**src/tgra_pkg.sv**
```systemverilog
// shared types, constants and helpers of the tile grid region allocator
// no dependencies
package tgra_pkg;

  localparam int unsigned MaxGrids  = 16;
  localparam int unsigned GridSide  = 8;
  localparam int unsigned GridTiles = GridSide * GridSide;

  // command codes
  localparam logic CmdClear = 1'b0;
  localparam logic CmdPlace = 1'b1;

  // status codes
  typedef enum logic [1:0] {
    STATUS_OK       = 2'd0,
    STATUS_NO_SPACE = 2'd1,
    STATUS_ERROR    = 2'd2
  } status_e;

  // sequencer states
  typedef enum logic {
    ST_IDLE,
    ST_SCAN
  } state_e;

  // answer of the row fit unit
  typedef struct packed {
    logic       hit;
    logic [2:0] x;
  } fit_t;

  // low w bits set, w in 0..8
  function automatic logic [7:0] width_mask(input logic [3:0] w);
    logic [8:0] m;
    m = (9'd1 << w) - 9'd1;
    return m[7:0];
  endfunction

  // tiles covered by a w x h rectangle at column x, row y
  function automatic logic [63:0] rect_mask(input logic [3:0] w, input logic [3:0] h,
                                            input logic [2:0] x, input logic [2:0] y);
    logic [63:0] m;
    logic [7:0]  row;
    m   = '0;
    row = width_mask(w) << x;
    for (int r = 0; r < 8; r++) begin
      if ((4'(r) >= {1'b0, y}) && (4'(r) < ({1'b0, y} + h))) begin
        m[r*8 +: 8] = row;
      end
    end
    return m;
  endfunction

endpackage

```
**src/tgra_row_fit.sv**
```systemverilog
// row fit unit: finds the leftmost free column for a rectangle at one row
// depends on tgra_pkg
module tgra_row_fit (
  input  logic [63:0]     occ_i,
  input  logic [2:0]      row_i,
  input  logic [3:0]      w_i,
  input  logic [3:0]      h_i,
  output tgra_pkg::fit_t  fit_o
);

  logic [7:0] comb_row;
  logic [7:0] wmask;

  // merge the occupied columns of the rows the rectangle would cover
  always_comb begin
    comb_row = '0;
    for (int r = 0; r < 8; r++) begin
      if ((4'(r) >= {1'b0, row_i}) && (4'(r) < ({1'b0, row_i} + h_i))) begin
        comb_row = comb_row | occ_i[r*8 +: 8];
      end
    end
  end

  assign wmask = tgra_pkg::width_mask(w_i);

  // leftmost free column wins
  always_comb begin
    fit_o = '0;
    for (int x = 7; x >= 0; x--) begin
      if (((4'(x) + w_i) <= 4'd8) && (((comb_row >> x) & wmask) == 8'd0)) begin
        fit_o.hit = 1'b1;
        fit_o.x   = 3'(x);
      end
    end
  end

endmodule

```
**src/tile_grid_region_allocator.sv**
```systemverilog
// tile grid region allocator top level: sequencer, grid store and result register
// depends on tgra_pkg and tgra_row_fit
//
// Usage: an item is taken on a rising edge with start_i high and busy_o low.
// A clear command (command_i = 0) empties all grids and opens
// ceil(tiles_needed_i / 64) of them (an error if over 16 are needed); a place
// command (command_i = 1) looks for a free rect_width_i x rect_height_i area,
// first fit over grids, rows, columns. Each item gives one result beat, shown
// for one cycle with done_o high. A clear or a rejected size answers in the
// cycle after the accept. A place scans one candidate row per cycle through
// the row fit unit, rows 0 to 8 - height of each open grid, skipping a full
// grid in one step; busy_o stays high meanwhile.
// The next item may be accepted in the cycle that shows a result.
// Reset empties the store and closes all grids; no clearing pass is needed.
// The receiver cannot stall: each result beat is gone after its cycle.
module tile_grid_region_allocator (
  input  logic        clk_i,
  input  logic        rst_ni,
  input  logic        start_i,
  output logic        busy_o,
  input  logic        command_i,
  input  logic [10:0] tiles_needed_i,
  input  logic [3:0]  rect_width_i,
  input  logic [3:0]  rect_height_i,
  input  logic        allow_append_i,
  output logic        done_o,
  output logic [1:0]  status_o,
  output logic [3:0]  grid_index_o,
  output logic [2:0]  pos_x_o,
  output logic [2:0]  pos_y_o,
  output logic [3:0]  placed_width_o,
  output logic [3:0]  placed_height_o,
  output logic [4:0]  open_grids_o
);

  tgra_pkg::state_e state_q, state_d;
  logic [63:0] occ_q [tgra_pkg::MaxGrids];
  logic [63:0] occ_d [tgra_pkg::MaxGrids];
  logic [6:0]  used_q [tgra_pkg::MaxGrids];
  logic [6:0]  used_d [tgra_pkg::MaxGrids];
  logic [4:0]  total_q, total_d;
  logic [4:0]  grid_q, grid_d;
  logic [2:0]  row_q, row_d;
  logic [3:0]  w_q, w_d;
  logic [3:0]  h_q, h_d;
  logic        app_q, app_d;
  logic        done_q, done_d;
  tgra_pkg::status_e status_q, status_d;
  logic [3:0]  gidx_q, gidx_d;
  logic [2:0]  px_q, px_d;
  logic [2:0]  py_q, py_d;
  logic [3:0]  pw_q, pw_d;
  logic [3:0]  ph_q, ph_d;

  logic [3:0]      gsel;
  logic [63:0]     occ_cur;
  tgra_pkg::fit_t  fit;
  logic [5:0]      need;
  logic [6:0]      area;
  logic            size_bad;
  logic [11:0]     tiles_up;

  assign gsel    = grid_q[3:0];
  assign occ_cur = occ_q[gsel];
  assign area    = {3'b000, w_q} * {3'b000, h_q};

  // grids needed for a clear
  assign tiles_up = {1'b0, tiles_needed_i} + 12'(tgra_pkg::GridTiles - 1);
  assign need     = tiles_up[11:6];

  assign size_bad = (rect_width_i == 4'd0) || (rect_width_i > 4'(tgra_pkg::GridSide)) ||
                    (rect_height_i == 4'd0) || (rect_height_i > 4'(tgra_pkg::GridSide));

  // shared row fit unit
  tgra_row_fit u_row_fit (
    .occ_i (occ_cur),
    .row_i (row_q),
    .w_i   (w_q),
    .h_i   (h_q),
    .fit_o (fit)
  );

  // sequencer: next state, store updates and result
  always_comb begin
    state_d  = state_q;
    occ_d    = occ_q;
    used_d   = used_q;
    total_d  = total_q;
    grid_d   = grid_q;
    row_d    = row_q;
    w_d      = w_q;
    h_d      = h_q;
    app_d    = app_q;
    done_d   = 1'b0;
    status_d = status_q;
    gidx_d   = gidx_q;
    px_d     = px_q;
    py_d     = py_q;
    pw_d     = pw_q;
    ph_d     = ph_q;

    case (state_q)
      tgra_pkg::ST_IDLE: begin
        if (start_i) begin
          // default answer fields for everything but a placement
          gidx_d = '0;
          px_d   = '0;
          py_d   = '0;
          pw_d   = '0;
          ph_d   = '0;
          if (command_i == tgra_pkg::CmdClear) begin
            done_d = 1'b1;
            if (need > 6'(tgra_pkg::MaxGrids)) begin
              status_d = tgra_pkg::STATUS_ERROR;
            end else begin
              status_d = tgra_pkg::STATUS_OK;
              total_d  = need[4:0];
              for (int g = 0; g < tgra_pkg::MaxGrids; g++) begin
                occ_d[g]  = '0;
                used_d[g] = '0;
              end
            end
          end else if (size_bad) begin
            done_d   = 1'b1;
            status_d = tgra_pkg::STATUS_ERROR;
          end else begin
            w_d     = rect_width_i;
            h_d     = rect_height_i;
            app_d   = allow_append_i;
            grid_d  = '0;
            row_d   = '0;
            state_d = tgra_pkg::ST_SCAN;
          end
        end
      end

      tgra_pkg::ST_SCAN: begin
        if (grid_q >= total_q) begin
          // open grids exhausted
          done_d  = 1'b1;
          state_d = tgra_pkg::ST_IDLE;
          if (!app_q) begin
            status_d = tgra_pkg::STATUS_NO_SPACE;
          end else if (total_q >= 5'(tgra_pkg::MaxGrids)) begin
            status_d = tgra_pkg::STATUS_ERROR;
          end else begin
            status_d              = tgra_pkg::STATUS_OK;
            occ_d[total_q[3:0]]  = tgra_pkg::rect_mask(w_q, h_q, 3'd0, 3'd0);
            used_d[total_q[3:0]] = area;
            total_d               = total_q + 5'd1;
            gidx_d                = total_q[3:0];
            pw_d                  = w_q;
            ph_d                  = h_q;
          end
        end else if (used_q[gsel] >= 7'(tgra_pkg::GridTiles)) begin
          // full grid, skip it
          grid_d = grid_q + 5'd1;
          row_d  = '0;
        end else if (fit.hit) begin
          // first fit: mark tiles and report
          done_d       = 1'b1;
          state_d      = tgra_pkg::ST_IDLE;
          status_d     = tgra_pkg::STATUS_OK;
          occ_d[gsel]  = occ_cur | tgra_pkg::rect_mask(w_q, h_q, fit.x, row_q);
          used_d[gsel] = used_q[gsel] + area;
          gidx_d       = gsel;
          px_d         = fit.x;
          py_d         = row_q;
          pw_d         = w_q;
          ph_d         = h_q;
        end else if (({1'b0, row_q} + h_q) >= 4'(tgra_pkg::GridSide)) begin
          // last candidate row of this grid
          grid_d = grid_q + 5'd1;
          row_d  = '0;
        end else begin
          row_d = row_q + 3'd1;
        end
      end

      default: begin
        state_d = tgra_pkg::ST_IDLE;
      end
    endcase
  end

  // state and store registers
  always_ff @(posedge clk_i or negedge rst_ni) begin
    if (!rst_ni) begin
      state_q <= tgra_pkg::ST_IDLE;
      total_q <= '0;
      done_q  <= 1'b0;
      for (int g = 0; g < tgra_pkg::MaxGrids; g++) begin
        occ_q[g]  <= '0;
        used_q[g] <= '0;
      end
    end else begin
      state_q <= state_d;
      total_q <= total_d;
      done_q  <= done_d;
      occ_q   <= occ_d;
      used_q  <= used_d;
    end
  end

  // working and result payload registers
  always_ff @(posedge clk_i) begin
    grid_q   <= grid_d;
    row_q    <= row_d;
    w_q      <= w_d;
    h_q      <= h_d;
    app_q    <= app_d;
    status_q <= status_d;
    gidx_q   <= gidx_d;
    px_q     <= px_d;
    py_q     <= py_d;
    pw_q     <= pw_d;
    ph_q     <= ph_d;
  end

  // result beat
  assign busy_o          = (state_q != tgra_pkg::ST_IDLE);
  assign done_o          = done_q;
  assign status_o        = status_q;
  assign grid_index_o    = gidx_q;
  assign pos_x_o         = px_q;
  assign pos_y_o         = py_q;
  assign placed_width_o  = pw_q;
  assign placed_height_o = ph_q;
  assign open_grids_o    = total_q;

endmodule
```
**config.mk**
```make
export PLATFORM = sky130hd
export DESIGN_NAME = tile_grid_region_allocator
export DESIGN_NICKNAME = d
export VERILOG_FILES = /design/src/tgra_pkg.sv /design/src/tgra_row_fit.sv /design/src/tile_grid_region_allocator.sv
export SDC_FILE = /design/constraint.sdc
export NUM_CORES = 2
export LEC_CHECK = 0
export ABC_AREA = 0
export ABC_CLOCK_PERIOD_IN_PS = 9950
export BUFFER_PORTS_ARGS = -buffer_cell sky130_fd_sc_hd__buf_4
export CAP_MARGIN = 40
export CORE_ASPECT_RATIO = 0.5
export CORE_MARGIN = 2
export CORE_UTILIZATION = 35
export CTS_CLUSTER_DIAMETER = 30
export DETAILED_ROUTE_END_ITERATION = 8
export SETUP_SLACK_MARGIN = 0.4
export SYNTH_ARGS = -nofsm -noshare
export SYNTH_HDL_FRONTEND = slang
export SYNTH_HIERARCHICAL = 1
export SYNTH_SLANG_ARGS = --single-unit
```
**constraint.sdc**
```tcl
create_clock -name clk_i -period 9.95 [get_ports clk_i]
set_input_delay 1.99 -clock clk_i [delete_from_list [all_inputs] [get_ports clk_i]]
set_output_delay 1.99 -clock clk_i [all_outputs]
set_load 0.005 [all_outputs]
```
Yosys cells after proc, flatten, opt, wreduce, memory -nomap -nowiden
Index checks and enable logic that the tools add are counted.
Storage, ports and cells
  word-level logic and storage cells: 388
  bits in registers: 1180
Cells by class
  reductions and logical operators: 38
  bitwise gates (word level): 20
  multipliers: 1
  shifts and indexed selects: 2
  muxes and demuxes: 207
  add/subtract/negate cells: 14
  $lt $le $gt $ge: 42
  eq/ne operators: 18
Operators with widths (number)
  $mux 1024: 8
  $bwmux 1024: 2
  $pmux 1024 s2: 1
  $mux 112: 8
  $mux 8: 88
  $demux 64 s4: 2
  $bmux 64 s4: 1
  $mux 64: 4
  $bwmux 112: 2
  $pmux 112 s2: 1
  $mux 4: 24
  $mux 5: 13
  $logic_not 8->1: 8
  $or 64x64->64: 1
  $demux 7 s4: 2
  $or 8x8->8: 7
  $mux 3: 14
  $le 4x4->1 const B: 8
  $lt 3x4->1 const A: 8
  $bmux 7 s4: 1
  $mux 7: 4
  $pmux 4 s2: 3
  $pmux 5 s2: 2
  $mux 2: 9
  50 further kinds: 121

Logic depth before layout (Yosys ltp)
  depth in word-level cells: 42
  depth in mapped cells: 26

By module
The synthesis kept the hierarchy.
Modules (own cells, without submodules)
  tile_grid_region_allocator: area each 63823.7 um2, cells an instance 5822, times used 1, seq. area each 29713.5 um2
  tgra_row_fit: area each 1692.9 um2, cells an instance 241, times used 1, seq. area each 0.0 um2

Worst setup path before layout
Ideal clock, no wire load.
  path kind: register to register
  start: reg grid_q[1]
  end: reg occ_q[15] (netlist bit)
  data required time: 9.885 ns
  data arrival time: 5.789 ns
  cell stages (with the launch flop): 21
  slack: 4.096 ns
  path buffers: 5
  cells stage by stage: edfxtp_1 -> buf_2 -> buf_2 -> buf_1 -> mux4_2 -> mux4_2 -> a32o_1 -> a22o_1 -> nor4_4 -> o22ai_1 -> nor4_1 -> a21oi_1 -> a221oi_1 -> clkbuf_1 -> mux2i_1 -> a22oi_1 -> a211oi_4 -> a21oi_1 -> buf_2 -> o221ai_1 -> o21a_1
RTL lines
  start, declared: line tile_grid_region_allocator.sv:42  | logic [4:0] grid_q, grid_d;
  start signal, assigned: line tile_grid_region_allocator.sv:207  | grid_q <= grid_d;
  end signal, assigned by index: line tile_grid_region_allocator.sv:193  | occ_q[g] <= '0;
  end signal, assigned: line tile_grid_region_allocator.sv:200  | occ_q <= occ_d;
  end, declared: line tile_grid_region_allocator.sv:37  | logic [63:0] occ_q [tgra_pkg::MaxGrids];

==> summary by stage <==
Logic synthesis
The post-synthesis cell type count is 91. By instance count, the leading cell after synthesis is dfrtp_1. The proportion of synthesized chip area in sequential cells is 0.454. The arithmetic-cell share of the synthesized area counting full adders, half adders and majority gates is 0.0115.

The synthesized cell area is 65500 µm². The multiplexer fraction of the synthesized cell area is 0.120. The most frequently used flop master after synthesis is dfrtp_1. By area the synthesized netlist is led by dfrtp_1 (44%), mux4_2 (12%), o221ai_1 (7.8%). The number of synthesis warnings is 6.

The synthesized design spends more area on one cell type than any other, namely dfrtp_1. In the synthesized netlist the async set-or-reset flop fraction comes to 0.969. The synthesized-area fraction occupied by ao, oa, aoi and oai cells is 0.287. Counting flops and latches in the post-synthesis netlist gives 1180. The area share of the leading cell type in the synthesized netlist is 0.437.

The number of flops mapped to enable cells by yosys is 37. Of the total synthesized cell area, the portion taken by XOR and XNOR cells is 0.00451. By area, the combinational part of the netlist is dominated by compound AO/OA/AOI/OAI gates. By count the netlist is led by dfrtp_1 (1143), nor2_1 (643), o21a_1 (631), a21oi_1 (600), o221ai_1 (587). The synthesized netlist net count is 6143. The fraction of the mapped netlist area in simple logic gates is 0.0712.

The cell count after synthesis is 6063. The post-synthesis area per instance is roughly 11 µm².

Pwr
The internal portion of the total power is 18.6 mW. The share of power burned in the clock network is 0.237. The power density over the cells is approximately 430 nW/µm². Summed over all nets, the switching power comes to 14.2 mW.

The static leakage is 28.2 nW. Of the total power, registers draw 0.270. Of the total power, combinational logic draws 0.493.

Of the total power, the share spent switching nets is 0.433. Across the VDD grid, the largest voltage drop is 384 µV.

Drt
Once detail routing completed, the nets flagged for antenna violations numbered 0. The routed via count divided by cell count is 6.74. The total wire length is approximately 260000 µm.

For this run, the detailed router's first-pass iteration total came to 6. Dividing the detail-routed wire length by the instance count gives 31.0 µm. Detailed routing inserted a total of around 58000 vias. In this run, the number of DRC markers left after iteration 0 of detailed routing was 8629.

The post-route DRC violation count is 0.

STA
The fmax is 0.128 GHz. Setup repair after global routing left no endpoint under its margin. The actual transition at the worst max-transition pin is 1.06 ns. The final critical path time including I/O delays and setup is 7.82 ns. The number of hold violations in the final report came to 0. In the post-route analysis, the smallest setup slack over all paths is 2.13 ns. The total negative setup slack is 0 ns.

The clock tree skew after final layout is between 0.07 and 0.08 ns. The headroom to the max-slew limit is 0.293. Dividing the final minimum period by the clock period gives 0.786. Setup violations remaining at the end of the flow were counted as 0.

The count of final max-slew check failures came to 0.

Floorplan
In this run the horizontal extent of the chip is 616 µm. The initial utilization of the core area, before any placement, comes to 0.352. Row generation in the floorplan step produced 112 rows. Pin placement for this block handled 51 I/O pins. The floorplan die area is 191000 µm². After floorplanning, the core was sized to cover ~190000 µm². The die boundary height is 310 µm.

Clock tree
The CTS tree is yes. Counting along the longest clock path gives a buffer depth of 3. After clock tree synthesis, the clock-pin slew on the worst setup and hold paths is 0.05 ns.

After clock tree synthesis, the setup repair step added 0 buffers. The total CTS buffers is 218. The H-tree generated during clock tree synthesis spans 4 levels.

The number of hold buffers added after CTS was 0. The library cell used as clock root buffer is clkbuf_16. The number of sinks driven by the clock tree is 1180.

Clock latency on the worst-skew pair, taken at its later pin, is roughly 0.87 ns. The count of cells resized by post-cts repair is 0.

GRT
The global route total overflow is 0. In the global route stage, overall resource usage came out at 0.273. The met1 demand-to-capacity share in global routing is 0.367. The most used routing layer is met2. For this run, global-route usage on met2 was measured as 0.400. The number of global-route vias before repair is about 56000.

Entering global routing, the biggest net connects between 150 and 200 pins. The initial antenna violation count is 6. The met3 capacity usage during global routing is 0.0856. The first global-routing pass estimated 388000 µm of wire.

Worst setup path
The cell class contributing the biggest share of worst-path delay is compound AO/OA/AOI/OAI gates. The start-to-end type of the worst setup path is flop to flop. The largest single stage delay on the critical path is 0.95 ns. The worst path required time is 10.64 ns. Data on the critical path arrives at its endpoint at between 8 and 9 ns. Among all stages on the critical path, the largest delay is contributed by a21oi_2.

The number of buffers and inverters on the critical path is 2. The worst setup path is captured at a flop. The worst setup path is launched from a flop. The critical path goes through buf_12 -> buf_4 -> mux4_2 -> mux4_2 -> a32o_1 -> a22o_1 -> o41ai_1 -> o2111ai_1 -> nor4_1 -> nor2_1 -> a211oi_2 -> nor2_1 -> nand4_1 -> nand3_1 -> a21oi_2 -> o221ai_1 -> o21a_1. The worst-path maximum fanout is 20.

Cells and area
The share of final-layout standard cells stronger than drive strength 1 is 0.195. The filler cells instantiated in the layout total ~18000. The final net count is 5915. From synthesis to final layout, the design area changed by 17.3%.

Registers take 29700 µm². The footprint of the multi-input gates is about 33000 µm².

Placement
The placer congestion estimate is approximately 1.0. The final HPWL from detailed placement is 154000 µm. Before CTS, the worst setup slack after placement is between 2 and 2.5 ns. The number of I/O port buffers is 50.

Hold path
The min-delay analysis places its worst path in the category flop to flop.

Outcome
The run finished with clean final reports.

Job
Across the run, the number of max-cap violations was 0.
==> sequential cells by signal, summed over array words and instances (netlist names) <==
register and count:
w_q 4, placed_height_o 4, placed_width_o 4, occ_q 1024, status_o 2, grid_index_o 4, grid_q 5, app_q 1
open_grids_o 5, pos_x_o 3, pos_y_o 3, done_o 1, h_q 4, used_q 112, busy_o 1, row_q 3
==> power by group through the flow <==
| stage | Combinational [mW] | Clock (mW) | Sequential (mW) |
|---|---|---|---|
| after floorplan | 11.0 | 0 | 8.34 |
| after global placement | 15.2 | 0 | 8.76 |
| after detailed placement | 15.6 | 0 | 8.81 |
| after CTS | 15.7 | 7.80 | 8.76 |
| after global routing | 17.1 | 8.04 | 9.06 |
| final | 16.1 | 7.75 | 8.83 |
==> per-layer routing <==
layer,wire length [µm],vias up
met4,13000,14
met1,106000,29600
met2,113000,3810
met5,115,-
met3,33300,830
li1,-,23300
==> path summary, 6_finish.rpt <==
kind / from / endpoint / slack, ns / cells after the start
worst max-delay path: grid_q[0] / occ_q[877] / 2.13 / 17
worst min-delay path: occ_q[576] / occ_q[576] / 0.48 / 1
worst max register to register: grid_q[0] / occ_q[877] / 2.13 / 17
worst min register to register: occ_q[576] / occ_q[576] / 0.48 / 1
max in group asynchronous: rst_ni / occ_q[498] / 6.65 / 3
min in group asynchronous: rst_ni / occ_q[943] / 1.11 / 1
==> metrics by stage <==
stage	std cells	hold WS [ns]	instance area (µm²)	utilization	total power [mW]
after global placement	8057	0.467	68100	0.366	23.9
after floorplan	6063	0.459	65500	-	19.4
after detailed placement	8121	0.474	69100	0.371	24.4
final	8535	0.482	76900	0.413	32.7
after CTS	8526	0.484	76800	0.412	32.2
after global routing	8528	0.490	76800	0.413	34.1
==> area by class of cell <==
type,instances,area share
antenna,7,0.000228
clock buffer,282,0.0780
clock inverter,123,0.0224
inverter,39,0.00190
multi-input combinational,4075,0.429
sequential,1180,0.387
tap,2508,0.0408
timing repair buffer,321,0.0409
==> worst reg2reg max path: cells and delay by family, from the launching register on <==
family,cells,cell delay (ns)
muxes,2,1.18
DFF,1,0.62
AOI/OAI and AO/OA,8,3.72
buffers and inverters,2,0.73
and+or+nand+nor,5,1.41
==> logic make-up after synthesis <==
family | after synthesis
AO/OA/AOI/OAI | 2564
flip-flops | 1180
AND/OR/NAND/NOR | 1065
buffers and inverters | 808
multiplexers | 358
adder cells (fa/ha/maj) | 56
XOR/XNOR | 32
==> layout by cell type, fill, tap and decap left out, types with 30 or more instances in the layout <==
cell          n
a32oi_1      39
mux4_2      344
ha_1         47
a2bb2oi_1    77
and2_1       35
nand2_1     140
clkbuf_16   218
nor2_1      623
inv_1        38
edfxtp_1     37
buf_4       254
a21o_1       35
a22oi_1     388
o221ai_1    587
nand3_1      93
clkbuf_1     34
dfrtp_1    1142
a21oi_1     599
clkinv_2     36
o211ai_1     43
a21oi_2      30
o21a_1      630
clkbuf_8     30
(Power assumes the default switching activity.)
